<file path="config.mk">
export PLATFORM = sky130hd
export DESIGN_NAME = base58_string_decoder_top_flat
export DESIGN_NICKNAME = d
export VERILOG_FILES = /design/src/hw/rtl/b58d_pkg.sv /design/src/hw/rtl/b58d_in_if.sv /design/src/hw/rtl/b58d_out_if.sv /design/src/hw/rtl/b58d_ram.sv /design/src/hw/rtl/b58d_queue.sv /design/src/hw/rtl/b58d_front.sv /design/src/hw/rtl/b58d_back.sv /design/src/hw/rtl/base58_string_decoder_top.sv /design/src/flat_wrapper.sv
export SDC_FILE = /design/constraint.sdc
export NUM_CORES = 2
export LEC_CHECK = 0
export BUFFER_PORTS_ARGS = -buffer_cell sky130_fd_sc_hd__buf_2
export CORE_UTILIZATION = 35
export DETAILED_ROUTE_END_ITERATION = 7
export SYNTH_ARGS = -nofsm -noshare
export SYNTH_HDL_FRONTEND = slang
export SYNTH_SLANG_ARGS = --single-unit
export TNS_END_PERCENT = 20
</file>
<file path="constraint.sdc">
create_clock -name clk -period 6.7 [get_ports clk]
set_input_delay 0.67 -clock clk [delete_from_list [all_inputs] [get_ports clk]]
set_output_delay 0.67 -clock clk [all_outputs]
set_load 0.02 [all_outputs]
</file>
<file path="src/hw/rtl/b58d_pkg.sv">
// Shared types, constants and character classification for the base58 decoder.
// No dependencies.
package b58d_pkg;

  localparam int MAX_CHARS_DEF = 128;
  localparam int BUF_BYTES_DEF = 94;
  localparam int OUT_BYTES     = 128;
  localparam int RADIX         = 58;
  localparam int DIGIT_W       = 6;
  localparam int WORD_W        = 32;
  localparam int Q_DEPTH       = 4;

  localparam logic [7:0] CH_NUL = 8'h00;
  localparam logic [7:0] CH_ONE = 8'h31;

  typedef enum logic [1:0] {
    ST_OK,
    ST_BAD_CHAR,
    ST_GARBAGE,
    ST_TOO_LONG
  } b58d_status_t;

  typedef enum logic [1:0] {
    PH_LEAD,
    PH_ONES,
    PH_DIGITS,
    PH_TRAIL
  } b58d_phase_t;

  typedef enum logic [2:0] {
    BK_IDLE,
    BK_MUL,
    BK_FIN,
    BK_SCAN,
    BK_CHECK,
    BK_EMIT,
    BK_PUSH
  } b58d_bstate_t;

  typedef struct packed {
    logic               valid;
    logic [DIGIT_W-1:0] value;
  } b58d_digit_t;

  // One command from the front end to the arithmetic back end.
  typedef struct packed {
    logic               has_digit;
    logic               is_final;
    b58d_status_t       err;
    logic [DIGIT_W-1:0] digit;
  } b58d_cmd_t;

  function automatic logic b58d_is_space(input logic [7:0] c);
    return (c == 8'h20) || (c >= 8'h09 && c <= 8'h0D);
  endfunction

  // Alphabet 1-9 A-H J-N P-Z a-k m-z (no 0, I, O, l).
  function automatic b58d_digit_t b58d_lookup(input logic [7:0] c);
    b58d_digit_t d;
    d.valid = 1'b1;
    d.value = '0;
    if (c >= "1" && c <= "9") begin
      d.value = DIGIT_W'(c - "1");
    end else if (c >= "A" && c <= "H") begin
      d.value = DIGIT_W'(c - "A" + 8'd9);
    end else if (c >= "J" && c <= "N") begin
      d.value = DIGIT_W'(c - "J" + 8'd17);
    end else if (c >= "P" && c <= "Z") begin
      d.value = DIGIT_W'(c - "P" + 8'd22);
    end else if (c >= "a" && c <= "k") begin
      d.value = DIGIT_W'(c - "a" + 8'd33);
    end else if (c >= "m" && c <= "z") begin
      d.value = DIGIT_W'(c - "m" + 8'd44);
    end else begin
      d.valid = 1'b0;
    end
    return d;
  endfunction

endpackage

</file>
<file path="src/hw/rtl/b58d_in_if.sv">
// Character input channel of the base58 decoder: valid/ready plus one text byte.
// No dependencies.
interface b58d_in_if;
  logic       valid;
  logic       ready;
  logic [7:0] char_code;
  logic       is_final;

  modport source (output valid, char_code, is_final, input ready);
  modport sink (input valid, char_code, is_final, output ready);
endinterface

</file>
<file path="src/hw/rtl/b58d_out_if.sv">
// Result channel of the base58 decoder: valid/ready plus one packed result word.
// No dependencies.
interface b58d_out_if;
  logic        valid;
  logic        ready;
  logic [63:0] data_word;
  logic [3:0]  byte_count;
  logic        end_flag;
  logic [1:0]  status;

  modport source (output valid, data_word, byte_count, end_flag, status, input ready);
  modport sink (input valid, data_word, byte_count, end_flag, status, output ready);
endinterface

</file>
<file path="src/hw/rtl/b58d_ram.sv">
// Generic simple dual-port RAM: one write port, one read port, registered read.
// No dependencies.
module b58d_ram #(
  parameter int WIDTH = 32,
  parameter int DEPTH = 24,
  localparam int AW = $clog2(DEPTH)
) (
  input  logic             clk,
  input  logic             we,
  input  logic [AW-1:0]    waddr,
  input  logic [WIDTH-1:0] wdata,
  input  logic             re,
  input  logic [AW-1:0]    raddr,
  output logic [WIDTH-1:0] rdata
);

  logic [WIDTH-1:0] mem [DEPTH];

  always_ff @(posedge clk) begin
    if (we) begin
      mem[waddr] <= wdata;
    end
    if (re) begin
      rdata <= mem[raddr];
    end
  end

endmodule

</file>
<file path="src/hw/rtl/b58d_queue.sv">
// Short command queue between the decoder front end and back end.
// No dependencies.
module b58d_queue #(
  parameter int WIDTH = 16,
  parameter int DEPTH = 4,
  localparam int PW = $clog2(DEPTH),
  localparam int CW = $clog2(DEPTH + 1)
) (
  input  logic             clk,
  input  logic             rst,
  input  logic             push,
  input  logic [WIDTH-1:0] wdata,
  output logic             full,
  input  logic             pop,
  output logic [WIDTH-1:0] rdata,
  output logic             empty
);

  logic [WIDTH-1:0] slots [DEPTH];
  logic [PW-1:0]    wr_ptr;
  logic [PW-1:0]    rd_ptr;
  logic [CW-1:0]    count;

  assign full  = (count == CW'(DEPTH));
  assign empty = (count == '0);
  assign rdata = slots[rd_ptr];

  always_ff @(posedge clk) begin
    if (rst) begin
      wr_ptr <= '0;
      rd_ptr <= '0;
      count  <= '0;
    end else begin
      if (push) begin
        wr_ptr <= (wr_ptr == PW'(DEPTH - 1)) ? '0 : wr_ptr + PW'(1);
      end
      if (pop) begin
        rd_ptr <= (rd_ptr == PW'(DEPTH - 1)) ? '0 : rd_ptr + PW'(1);
      end
      if (push && !pop) begin
        count <= count + CW'(1);
      end else if (pop && !push) begin
        count <= count - CW'(1);
      end
    end
  end

  always_ff @(posedge clk) begin
    if (push) begin
      slots[wr_ptr] <= wdata;
    end
  end

endmodule

</file>
<file path="src/hw/rtl/b58d_front.sv">
// Decoder front end: takes characters, tracks the parse phase, counts leading ones
// and queues digit and end-of-string commands. Uses b58d_pkg and b58d_in_if.
module b58d_front
  import b58d_pkg::*;
#(
  parameter int MAX_CHARS = MAX_CHARS_DEF,
  localparam int ZW = $clog2(MAX_CHARS + 1),
  localparam int CW = $clog2(MAX_CHARS + 2)
) (
  input  logic            clk,
  input  logic            rst,
  b58d_in_if.sink         chars,
  input  logic            full,
  output logic            push,
  output b58d_cmd_t       cmd,
  output logic [ZW-1:0]   zeros
);

  b58d_phase_t  phase, phase_next;
  logic [ZW-1:0] zcnt, zcnt_next;
  logic [CW-1:0] ccnt, ccnt_next;
  logic          nul_seen, nul_seen_next;
  b58d_status_t  err, err_next;

  logic          accept;
  logic          sp;
  logic          is_one;
  logic          want_digit;
  logic          take_digit;
  b58d_digit_t   dig;

  assign chars.ready = !full;
  assign accept      = chars.valid && chars.ready;
  assign sp          = b58d_is_space(chars.char_code);
  assign is_one      = (chars.char_code == CH_ONE);
  assign dig         = b58d_lookup(chars.char_code);

  // Parse state after this character, before the end-of-string clear.
  always_comb begin
    phase_next    = phase;
    zcnt_next     = zcnt;
    ccnt_next     = ccnt;
    nul_seen_next = nul_seen;
    err_next      = err;
    want_digit    = 1'b0;
    take_digit    = 1'b0;
    if (accept && !nul_seen && err == ST_OK) begin
      if (chars.char_code == CH_NUL) begin
        nul_seen_next = 1'b1;
      end else begin
        ccnt_next = ccnt + CW'(1);
        if (32'(ccnt_next) > MAX_CHARS) begin
          err_next = ST_TOO_LONG;
        end else begin
          unique case (phase)
            PH_LEAD: begin
              if (!sp) begin
                if (is_one) begin
                  phase_next = PH_ONES;
                  zcnt_next  = zcnt + ZW'(1);
                end else begin
                  phase_next = PH_DIGITS;
                  want_digit = 1'b1;
                end
              end
            end
            PH_ONES: begin
              if (is_one) begin
                zcnt_next = zcnt + ZW'(1);
              end else if (sp) begin
                phase_next = PH_TRAIL;
              end else begin
                phase_next = PH_DIGITS;
                want_digit = 1'b1;
              end
            end
            PH_DIGITS: begin
              if (sp) begin
                phase_next = PH_TRAIL;
              end else begin
                want_digit = 1'b1;
              end
            end
            PH_TRAIL: begin
              if (!sp) begin
                err_next = ST_GARBAGE;
              end
            end
            default: begin
              phase_next = PH_LEAD;
            end
          endcase
          if (want_digit) begin
            if (dig.valid) begin
              take_digit = 1'b1;
            end else begin
              err_next = ST_BAD_CHAR;
            end
          end
        end
      end
    end
  end

  // Queue outputs: the final command carries the error and the zero-byte count.
  always_comb begin
    push          = accept && (take_digit || chars.is_final);
    cmd.has_digit = take_digit;
    cmd.is_final  = chars.is_final;
    cmd.err       = err_next;
    cmd.digit     = dig.value;
    zeros         = zcnt_next;
  end

  always_ff @(posedge clk) begin
    if (rst || (accept && chars.is_final)) begin
      phase    <= PH_LEAD;
      zcnt     <= '0;
      ccnt     <= '0;
      nul_seen <= 1'b0;
      err      <= ST_OK;
    end else begin
      phase    <= phase_next;
      zcnt     <= zcnt_next;
      ccnt     <= ccnt_next;
      nul_seen <= nul_seen_next;
      err      <= err_next;
    end
  end

endmodule

</file>
<file path="src/hw/rtl/b58d_back.sv">
// Decoder back end: runs the multiply-by-58 pass over the word buffer, finds the
// significant bytes and packs results. Uses b58d_pkg, b58d_out_if and b58d_ram.
module b58d_back
  import b58d_pkg::*;
#(
  parameter int MAX_CHARS = MAX_CHARS_DEF,
  parameter int BUF_BYTES = BUF_BYTES_DEF,
  localparam int ZW = $clog2(MAX_CHARS + 1)
) (
  input  logic          clk,
  input  logic          rst,
  input  b58d_cmd_t     cmd,
  input  logic [ZW-1:0] zeros,
  input  logic          empty,
  output logic          pop,
  b58d_out_if.source    results
);

  localparam int NW        = (BUF_BYTES + 3) / 4;
  localparam int AW        = $clog2(NW);
  localparam int UW        = $clog2(NW + 1);
  localparam int SW        = $clog2(BUF_BYTES + 1);
  localparam int TW        = $clog2(MAX_CHARS + BUF_BYTES + 1);
  localparam int PROD_W    = WORD_W + DIGIT_W;
  localparam int EXB       = NW * 4 - BUF_BYTES;
  localparam int KEEP_BITS = WORD_W - 8 * EXB;
  localparam logic [WORD_W-1:0] TOP_MASK = WORD_W'(~((64'd1 << KEEP_BITS) - 64'd1));

  b58d_bstate_t state, state_next;

  logic [AW-1:0]      idx;
  logic [AW-1:0]      mul_last;
  logic [UW-1:0]      uw;
  logic [DIGIT_W-1:0] carry;
  b58d_status_t       back_err;
  logic               fin_pend;
  b58d_status_t       f_err;
  logic [ZW-1:0]      f_zeros;
  logic [SW-1:0]      sig;
  logic [TW-1:0]      total;
  logic [TW-1:0]      kcnt;
  logic [SW-1:0]      pos;
  logic               rd_ok;
  logic [7:0]         asm_bytes [8];
  logic [3:0]         asm_cnt;
  logic               push_last;
  b58d_status_t       res_status;

  logic               out_valid;
  logic [63:0]        out_word;
  logic [3:0]         out_cnt;
  logic               out_end;
  b58d_status_t       out_status;

  logic               ram_we;
  logic               ram_re;
  logic [AW-1:0]      ram_raddr;
  logic [WORD_W-1:0]  rdata;

  logic [WORD_W-1:0]  word_in;
  logic [PROD_W-1:0]  prod;
  logic               mul_done;
  logic               ovf;
  logic               scan_hit;
  logic [2:0]         nb;
  logic [SW-1:0]      sig_scan;
  logic [TW-1:0]      total_c;
  b58d_status_t       err_sel;
  b58d_status_t       err_fin;
  logic               scan_go;
  logic               start_mul;
  logic               in_zeros;
  logic               need_read;
  logic [7:0]         emit_byte;
  logic               k_last;
  logic               out_free;

  b58d_ram #(
    .WIDTH (WORD_W),
    .DEPTH (NW)
  ) u_b58d_ram (
    .clk   (clk),
    .we    (ram_we),
    .waddr (idx),
    .wdata (prod[WORD_W-1:0]),
    .re    (ram_re),
    .raddr (ram_raddr),
    .rdata (rdata)
  );

  // Words at or above uw are stale from an earlier string and read as zero.
  assign word_in  = (UW'(idx) < uw) ? rdata : '0;
  assign prod     = PROD_W'(word_in) * PROD_W'(RADIX) + PROD_W'(carry);
  assign mul_done = (idx == mul_last);
  assign ovf      = (idx == AW'(NW - 1)) &&
                    ((prod[PROD_W-1:WORD_W] != '0) || ((prod[WORD_W-1:0] & TOP_MASK) != '0));

  assign scan_hit = (rdata != '0);
  always_comb begin
    priority if (rdata[31:24] != 8'd0) nb = 3'd4;
    else if (rdata[23:16] != 8'd0)     nb = 3'd3;
    else if (rdata[15:8] != 8'd0)      nb = 3'd2;
    else                               nb = 3'd1;
  end
  assign sig_scan = SW'((AW + 3)'({idx, 2'b00}) + (AW + 3)'(nb));

  assign total_c  = TW'(f_zeros) + TW'(sig);
  assign err_sel  = (back_err != ST_OK) ? back_err : f_err;
  assign err_fin  = (err_sel == ST_OK && 32'(total_c) > OUT_BYTES) ? ST_TOO_LONG : err_sel;
  assign scan_go  = (err_sel == ST_OK) && (uw != '0);
  assign start_mul = !empty && cmd.has_digit && (back_err == ST_OK);

  assign in_zeros  = (kcnt < TW'(f_zeros));
  assign need_read = !in_zeros && !rd_ok;
  assign emit_byte = in_zeros ? 8'd0 : rdata[{pos[1:0], 3'b000} +: 8];
  assign k_last    = ((kcnt + TW'(1)) == total);
  assign out_free  = !out_valid || results.ready;

  always_comb begin
    state_next = state;
    unique case (state)
      BK_IDLE: begin
        if (start_mul) begin
          state_next = BK_MUL;
        end else if (!empty && cmd.is_final) begin
          state_next = BK_FIN;
        end
      end
      BK_MUL: begin
        if (mul_done) begin
          state_next = fin_pend ? BK_FIN : BK_IDLE;
        end
      end
      BK_FIN: begin
        state_next = scan_go ? BK_SCAN : BK_CHECK;
      end
      BK_SCAN: begin
        if (scan_hit || idx == '0) begin
          state_next = BK_CHECK;
        end
      end
      BK_CHECK: begin
        state_next = (err_fin != ST_OK || total_c == '0) ? BK_PUSH : BK_EMIT;
      end
      BK_EMIT: begin
        if (!need_read && (asm_cnt == 4'd7 || k_last)) begin
          state_next = BK_PUSH;
        end
      end
      BK_PUSH: begin
        if (out_free) begin
          state_next = push_last ? BK_IDLE : BK_EMIT;
        end
      end
      default: begin
        state_next = BK_IDLE;
      end
    endcase
  end

  // Buffer memory and queue controls.
  always_comb begin
    pop       = 1'b0;
    ram_we    = 1'b0;
    ram_re    = 1'b0;
    ram_raddr = '0;
    unique case (state)
      BK_IDLE: begin
        pop    = !empty;
        ram_re = start_mul;
      end
      BK_MUL: begin
        ram_we = 1'b1;
        if (!mul_done) begin
          ram_re    = 1'b1;
          ram_raddr = idx + AW'(1);
        end
      end
      BK_FIN: begin
        ram_re    = scan_go;
        ram_raddr = AW'(uw - UW'(1));
      end
      BK_SCAN: begin
        if (!scan_hit && idx != '0) begin
          ram_re    = 1'b1;
          ram_raddr = idx - AW'(1);
        end
      end
      BK_EMIT: begin
        ram_re    = need_read;
        ram_raddr = AW'(pos >> 2);
      end
      BK_CHECK, BK_PUSH: begin
        ram_re = 1'b0;
      end
      default: begin
        ram_re = 1'b0;
      end
    endcase
  end

  always_ff @(posedge clk) begin
    if (rst) begin
      state     <= BK_IDLE;
      uw        <= '0;
      back_err  <= ST_OK;
      out_valid <= 1'b0;
    end else begin
      state <= state_next;
      if (state == BK_MUL && mul_done) begin
        if (ovf) begin
          back_err <= ST_TOO_LONG;
        end else if (UW'(idx) == uw && prod[WORD_W-1:0] != '0) begin
          uw <= uw + UW'(1);
        end
      end
      if (state == BK_PUSH && out_free) begin
        out_valid <= 1'b1;
        if (push_last) begin
          uw       <= '0;
          back_err <= ST_OK;
        end
      end else if (results.ready) begin
        out_valid <= 1'b0;
      end
    end
  end

  always_ff @(posedge clk) begin
    unique case (state)
      BK_IDLE: begin
        if (!empty) begin
          fin_pend <= cmd.is_final;
          f_err    <= cmd.err;
          f_zeros  <= zeros;
          carry    <= cmd.digit;
          idx      <= '0;
          mul_last <= (uw < UW'(NW)) ? AW'(uw) : AW'(NW - 1);
        end
      end
      BK_MUL: begin
        carry <= prod[PROD_W-1:WORD_W];
        if (!mul_done) begin
          idx <= idx + AW'(1);
        end
      end
      BK_FIN: begin
        sig <= '0;
        idx <= AW'(uw - UW'(1));
      end
      BK_SCAN: begin
        if (scan_hit) begin
          sig <= sig_scan;
        end else if (idx != '0) begin
          idx <= idx - AW'(1);
        end
      end
      BK_CHECK: begin
        total      <= total_c;
        res_status <= err_fin;
        kcnt       <= '0;
        pos        <= sig - SW'(1);
        rd_ok      <= 1'b0;
        asm_cnt    <= '0;
        push_last  <= (err_fin != ST_OK) || (total_c == '0);
        for (int i = 0; i < 8; i++) begin
          asm_bytes[i] <= 8'd0;
        end
      end
      BK_EMIT: begin
        if (need_read) begin
          rd_ok <= 1'b1;
        end else begin
          asm_bytes[asm_cnt[2:0]] <= emit_byte;
          asm_cnt   <= asm_cnt + 4'd1;
          kcnt      <= kcnt + TW'(1);
          push_last <= k_last;
          if (!in_zeros) begin
            pos <= pos - SW'(1);
            if (pos[1:0] == 2'd0) begin
              rd_ok <= 1'b0;
            end
          end
        end
      end
      BK_PUSH: begin
        if (out_free) begin
          out_word   <= {asm_bytes[0], asm_bytes[1], asm_bytes[2], asm_bytes[3],
                         asm_bytes[4], asm_bytes[5], asm_bytes[6], asm_bytes[7]};
          out_cnt    <= asm_cnt;
          out_end    <= push_last;
          out_status <= res_status;
          asm_cnt    <= '0;
          for (int i = 0; i < 8; i++) begin
            asm_bytes[i] <= 8'd0;
          end
        end
      end
      default: begin
        rd_ok <= 1'b0;
      end
    endcase
  end

  assign results.valid      = out_valid;
  assign results.data_word  = out_word;
  assign results.byte_count = out_cnt;
  assign results.end_flag   = out_end;
  assign results.status     = out_status;

endmodule

</file>
<file path="src/hw/rtl/base58_string_decoder_top.sv">
// Base58 string decoder, one character per transaction in, packed byte results out.
// Uses b58d_pkg, b58d_in_if, b58d_out_if, b58d_front, b58d_queue and b58d_back.
//
// The front end takes one character per cycle while the four-entry command queue is
// not full: whitespace, NUL, leading ones and characters after an error never stall
// unless that queue is full, and characters keep coming in while the back end works.
// For each digit the multiply-by-58 pass moves through the W 32-bit buffer words in
// use plus one, capped at NW = ceil(BUF_BYTES/4) words with the default 94-byte buffer,
// one word per cycle on its single read and write port. The final character adds a
// scan for the top nonzero word, then packs the output bytes into 8-byte results. The
// buffer needs no clearing pass; words above the used length read as zero.
module base58_string_decoder_top
  import b58d_pkg::*;
#(
  parameter int MAX_CHARS = MAX_CHARS_DEF,
  parameter int BUF_BYTES = BUF_BYTES_DEF
) (
  input  logic       clk,
  input  logic       rst,
  b58d_in_if.sink    chars,
  b58d_out_if.source results
);

  localparam int ZW = $clog2(MAX_CHARS + 1);
  localparam int QW = $bits(b58d_cmd_t) + ZW;

  logic          q_push;
  logic          q_full;
  logic          q_pop;
  logic          q_empty;
  b58d_cmd_t     f_cmd;
  logic [ZW-1:0] f_zeros;
  logic [QW-1:0] q_rdata;
  b58d_cmd_t     b_cmd;
  logic [ZW-1:0] b_zeros;

  b58d_front #(
    .MAX_CHARS (MAX_CHARS)
  ) u_b58d_front (
    .clk   (clk),
    .rst   (rst),
    .chars (chars),
    .full  (q_full),
    .push  (q_push),
    .cmd   (f_cmd),
    .zeros (f_zeros)
  );

  b58d_queue #(
    .WIDTH (QW),
    .DEPTH (Q_DEPTH)
  ) u_b58d_queue (
    .clk   (clk),
    .rst   (rst),
    .push  (q_push),
    .wdata ({f_cmd, f_zeros}),
    .full  (q_full),
    .pop   (q_pop),
    .rdata (q_rdata),
    .empty (q_empty)
  );

  assign b_cmd   = b58d_cmd_t'(q_rdata[QW-1:ZW]);
  assign b_zeros = q_rdata[ZW-1:0];

  b58d_back #(
    .MAX_CHARS (MAX_CHARS),
    .BUF_BYTES (BUF_BYTES)
  ) u_b58d_back (
    .clk     (clk),
    .rst     (rst),
    .cmd     (b_cmd),
    .zeros   (b_zeros),
    .empty   (q_empty),
    .pop     (q_pop),
    .results (results)
  );

endmodule

</file>
<file path="src/flat_wrapper.sv">
// flat-port wrapper written by rule: the top's interface ports become plain ports
module base58_string_decoder_top_flat import b58d_pkg::*;
#(
  parameter int MAX_CHARS = MAX_CHARS_DEF,
  parameter int BUF_BYTES = BUF_BYTES_DEF
)
  (clk, rst, chars_valid, chars_char_code, chars_is_final, chars_ready, results_valid, results_data_word, results_byte_count, results_end_flag, results_status, results_ready);
  b58d_in_if chars_i ();
  b58d_out_if results_i ();
  input  logic clk;
  input  logic rst;
  input wire logic [$bits(chars_i.valid)-1:0] chars_valid;
  input wire logic [$bits(chars_i.char_code)-1:0] chars_char_code;
  input wire logic [$bits(chars_i.is_final)-1:0] chars_is_final;
  output wire logic [$bits(chars_i.ready)-1:0] chars_ready;
  output wire logic [$bits(results_i.valid)-1:0] results_valid;
  output wire logic [$bits(results_i.data_word)-1:0] results_data_word;
  output wire logic [$bits(results_i.byte_count)-1:0] results_byte_count;
  output wire logic [$bits(results_i.end_flag)-1:0] results_end_flag;
  output wire logic [$bits(results_i.status)-1:0] results_status;
  input wire logic [$bits(results_i.ready)-1:0] results_ready;
  assign chars_i.valid = chars_valid;
  assign chars_i.char_code = chars_char_code;
  assign chars_i.is_final = chars_is_final;
  assign chars_ready = chars_i.ready;
  assign results_valid = results_i.valid;
  assign results_data_word = results_i.data_word;
  assign results_byte_count = results_i.byte_count;
  assign results_end_flag = results_i.end_flag;
  assign results_status = results_i.status;
  assign results_i.ready = results_ready;
  base58_string_decoder_top #(.MAX_CHARS(MAX_CHARS), .BUF_BYTES(BUF_BYTES)) u_core (.clk(clk), .rst(rst), .chars(chars_i), .results(results_i));
endmodule
</file>
==> metrics.txt <==
worst setup path startpoint u_core.u_b58d_back.idx[2]; Rows 140; Mapped Cells 4303; Seq/Total Area, Yosys 64.0%; Slew headroom 17.3%; maximum number of buffers from clock root to sink 3; Post-Synthesis Cell Area 0.0516 mm2; clk sink count 1113; top-level port count 86; number of global-route vias before repair 33100; CTS root buf clkbuf_16; Least-Margin Pin Slew 1.23 ns; Worst Reg-to-Reg Cells 24; EDFF count, synth 1072; synth warn 0; WL final 136000 um; PortBufs 85; # fillers 13500; grt total ovfl 0; ANT nets after route 0; post-synth top area cell edfxtp_1; data required time of the worst path 7.38 ns; Period Utilization, post-route 95.7%; via/cell ratio 5.31; DP HPWL 83400 um; Ant. Diodes 0; share of the synthesized area in the top cell type 62.4%; Synth area leaders edfxtp_1, nand2_1, ha_1; Final min period 6.41 ns; Final nets 4643; die area 0.149 mm2; die height 386 um; CP endpoint u_core.u_b58d_back.uw[4]; Core Util, Final 40.7%; Syn Nets 4493; Critical Path End Type flip-flop; first-pass GRT wire length 204000 um; Worst EP arrival 7.09 ns; status finished, final reports clean; Final Hold Viols 0; Area Overhead vs Synth 15.1%; final setup fails 0; Fin Hold WS 0.161 ns; routability cong. 0.946; 1st-iter DRT viols 3000; # DRC 0; TritonRoute pass-1 iters 6; final max-slew violation count 0; Num CTS Buffers 110; CP startpoint kind flip-flop; layout cells sized above 1 13.7%; flops & latches, synth 1113; fmax 156 MHz; RR Endpoint u_core.u_b58d_back.uw[4]; register-to-register setup slack 0.29 ns; H-tree lvl count 3; min-delay worst type in2reg; Worst Clk Skew 0.0670 ns; ys flop type edfxtp_1; Total GRT Usage 18.0%; worst r2r src u_core.u_b58d_back.idx[2]; CP Class reg2reg; Initial Util 35.4%; core area 0.146 mm2; clk_lat worst skew 0.76 ns; most frequent cell after synthesis edfxtp_1; Clk pin slew, worst setup/hold paths 0.06 ns; CTS tree done; post-synth cell types 91; Routed wire per std cell 21.0 um; top cells by count, synth edfxtp_1, nand2_1, nor2_1; Die X 386 um; ys async rst share 0%; Synth Area per Inst 12.0 um2; largest net degree at the start of global routing 87; initial antenna violation count 1; Worst Path Max Fanout 14; max cap viols 0; Vias 34300
routing by layer:
| metal | vias up | GRT usage, % | wire (um) |
|---|---|---|---|
| met3 | 193 | 2.34 | 7480 |
| met4 | 0 | 5.60 | 3510 |
| met5 | - | 0 | 0 |
| met2 | 955 | 30.0 | 65700 |
| li1 | 16000 | - | - |
| met1 | 17100 | 24.2 | 59200 |
layout make-up:
class	instances	area, um2	area share, %
clock inverters	74	688	1.16
inverters	143	537	0.903
well taps	1917	2400	4.04
multi-input cells	2797	17700	29.8
flip-flops and latches	1113	33000	55.6
repair buffers	288	2220	3.73
clock buffers	130	2830	4.76
state kept, by name, summed over array words and instances, names as in the netlist, 4 cells and up, named ones only:
| name | cells |
|---|---|
| u_core.u_b58d_back.results.byte_count | 4 |
| u_core.u_b58d_back.kcnt | 8 |
| u_core.u_b58d_back.f_zeros | 8 |
| u_core.u_b58d_back.u_b58d_ram.mem | 768 |
| u_core.u_b58d_front.zcnt | 8 |
| u_core.u_b58d_back.carry | 6 |
| u_core.u_b58d_front.ccnt | 8 |
| u_core.u_b58d_back.uw | 5 |
| u_core.u_b58d_back.total | 8 |
| u_core.u_b58d_back.u_b58d_ram.rdata | 32 |
| u_core.u_b58d_queue.slots | 72 |
| u_core.u_b58d_back.idx | 5 |
| u_core.u_b58d_back.asm_bytes | 64 |
| u_core.u_b58d_back.asm_cnt | 4 |
| u_core.u_b58d_back.mul_last | 5 |
| u_core.u_b58d_back.sig | 7 |
| results_data_word | 64 |
| u_core.u_b58d_back.pos | 7 |
layout by cell type (no fill, tap or decap), types with 22 or more instances in the layout:
cell / synthesis / layout
edfxtp_1: 1072 / 1072
nand2_1: 980 / 977
nor2_1: 215 / 189
buf_4: 1 / 179
nand3_1: 177 / 176
a311oi_1: 165 / 164
and3_1: 152 / 152
inv_1: 143 / 141
a21oi_1: 143 / 138
ha_1: 137 / 131
clkbuf_16: 0 / 110
buf_2: 12 / 86
nor3_1: 77 / 76
o21ai_0: 80 / 76
xnor2_1: 73 / 63
a21o_1: 60 / 60
xor2_1: 56 / 54
a31oi_1: 49 / 49
dfxtp_1: 41 / 41
fa_1: 40 / 40
nand4_1: 29 / 29
nor2b_1: 28 / 28
nor2_4: 0 / 26
mux4_2: 26 / 26
clkinv_1: 0 / 25
or3_1: 23 / 23
clkinv_2: 0 / 23
nor4_1: 28 / 22
what timing repair did:
action,CTS,global route
cloned,0,1
hold buffers,0,0
endpoints found under the hold margin,0,0
setup buffers,0,7
pin swaps,0,24
gates resized for setup,0,58
setup endpoints to repair,3,11
how the worst min path moves through the flow:
stage	startpoint	endpoint	slack [ns]	cells after the start
6_report	chars_is_final	u_core.u_b58d_queue.slots[3][16]	0.16	1
5_1_grt	chars_is_final	u_core.u_b58d_queue.slots[3][16]	0.15	1
4_1_cts	chars_is_final	u_core.u_b58d_queue.slots[3][16]	0.11	1
3_5_place_dp	u_core.u_b58d_back.asm_bytes[4][7]	results_data_word[31]	0.40	0
3_3_place_gp	u_core.u_b58d_back.asm_bytes[1][4]	results_data_word[52]	0.40	0
2_1_floorplan	u_core.u_b58d_back.asm_bytes[7][0]	results_data_word[0]	0.40	0
cell families (layout without fill, tap and decap cells):
family / count (synthesis) / after routing / synth area share, %
and+or+nand+nor: 1817 / 1817 / 15.9
DFF: 1113 / 1113 / 64.0
AOI/OAI and AO/OA: 625 / 625 / 8.52
buffers and inverters: 393 / 635 / 2.95
adders and majority gates: 177 / 177 / 4.87
xor gates and xnor gates: 132 / 132 / 2.28
muxes: 46 / 46 / 1.53
metrics by stage:
step / instances / TNS (ns) / setup WS (ns) / instance area, um2
final: 6462 / 0 / 0.290 / 59400
after global routing: 6462 / -0.00607 / -0.00519 / 59400
after CTS: 6455 / -0.0506 / -0.0198 / 59100
after detailed placement: 6251 / 0 / 0.0294 / 55600
after global placement: 6251 / 0 / 0.0744 / 55600
after floorplan: 4303 / 0 / 0.0407 / 51700
worst max-delay path, cell delays in order (launching register included):
cell and delay (ns):
edfxtp_1 0.41, ha_1 0.33, a21oi_1 0.19, o22ai_2 0.14, nor2_4 0.14, buf_6 0.18
nand2_1 0.16, fa_1 0.53, inv_1 0.04, ha_1 0.31, fa_1 0.54, ha_4 0.35
nand4_1 0.13, nor4_1 0.29, buf_4 0.19, a21boi_0 0.21, or3_1 0.16, nand4_1 0.21
or4_4 0.49, nor4_1 0.19, o21a_1 0.18, o211a_4 0.19, a31oi_4 0.09, or4_1 0.54
a21oi_1 0.13
Power is not shown: default switching activity piles up to over one toggle a cycle in this logic, so the estimate is an artifact.
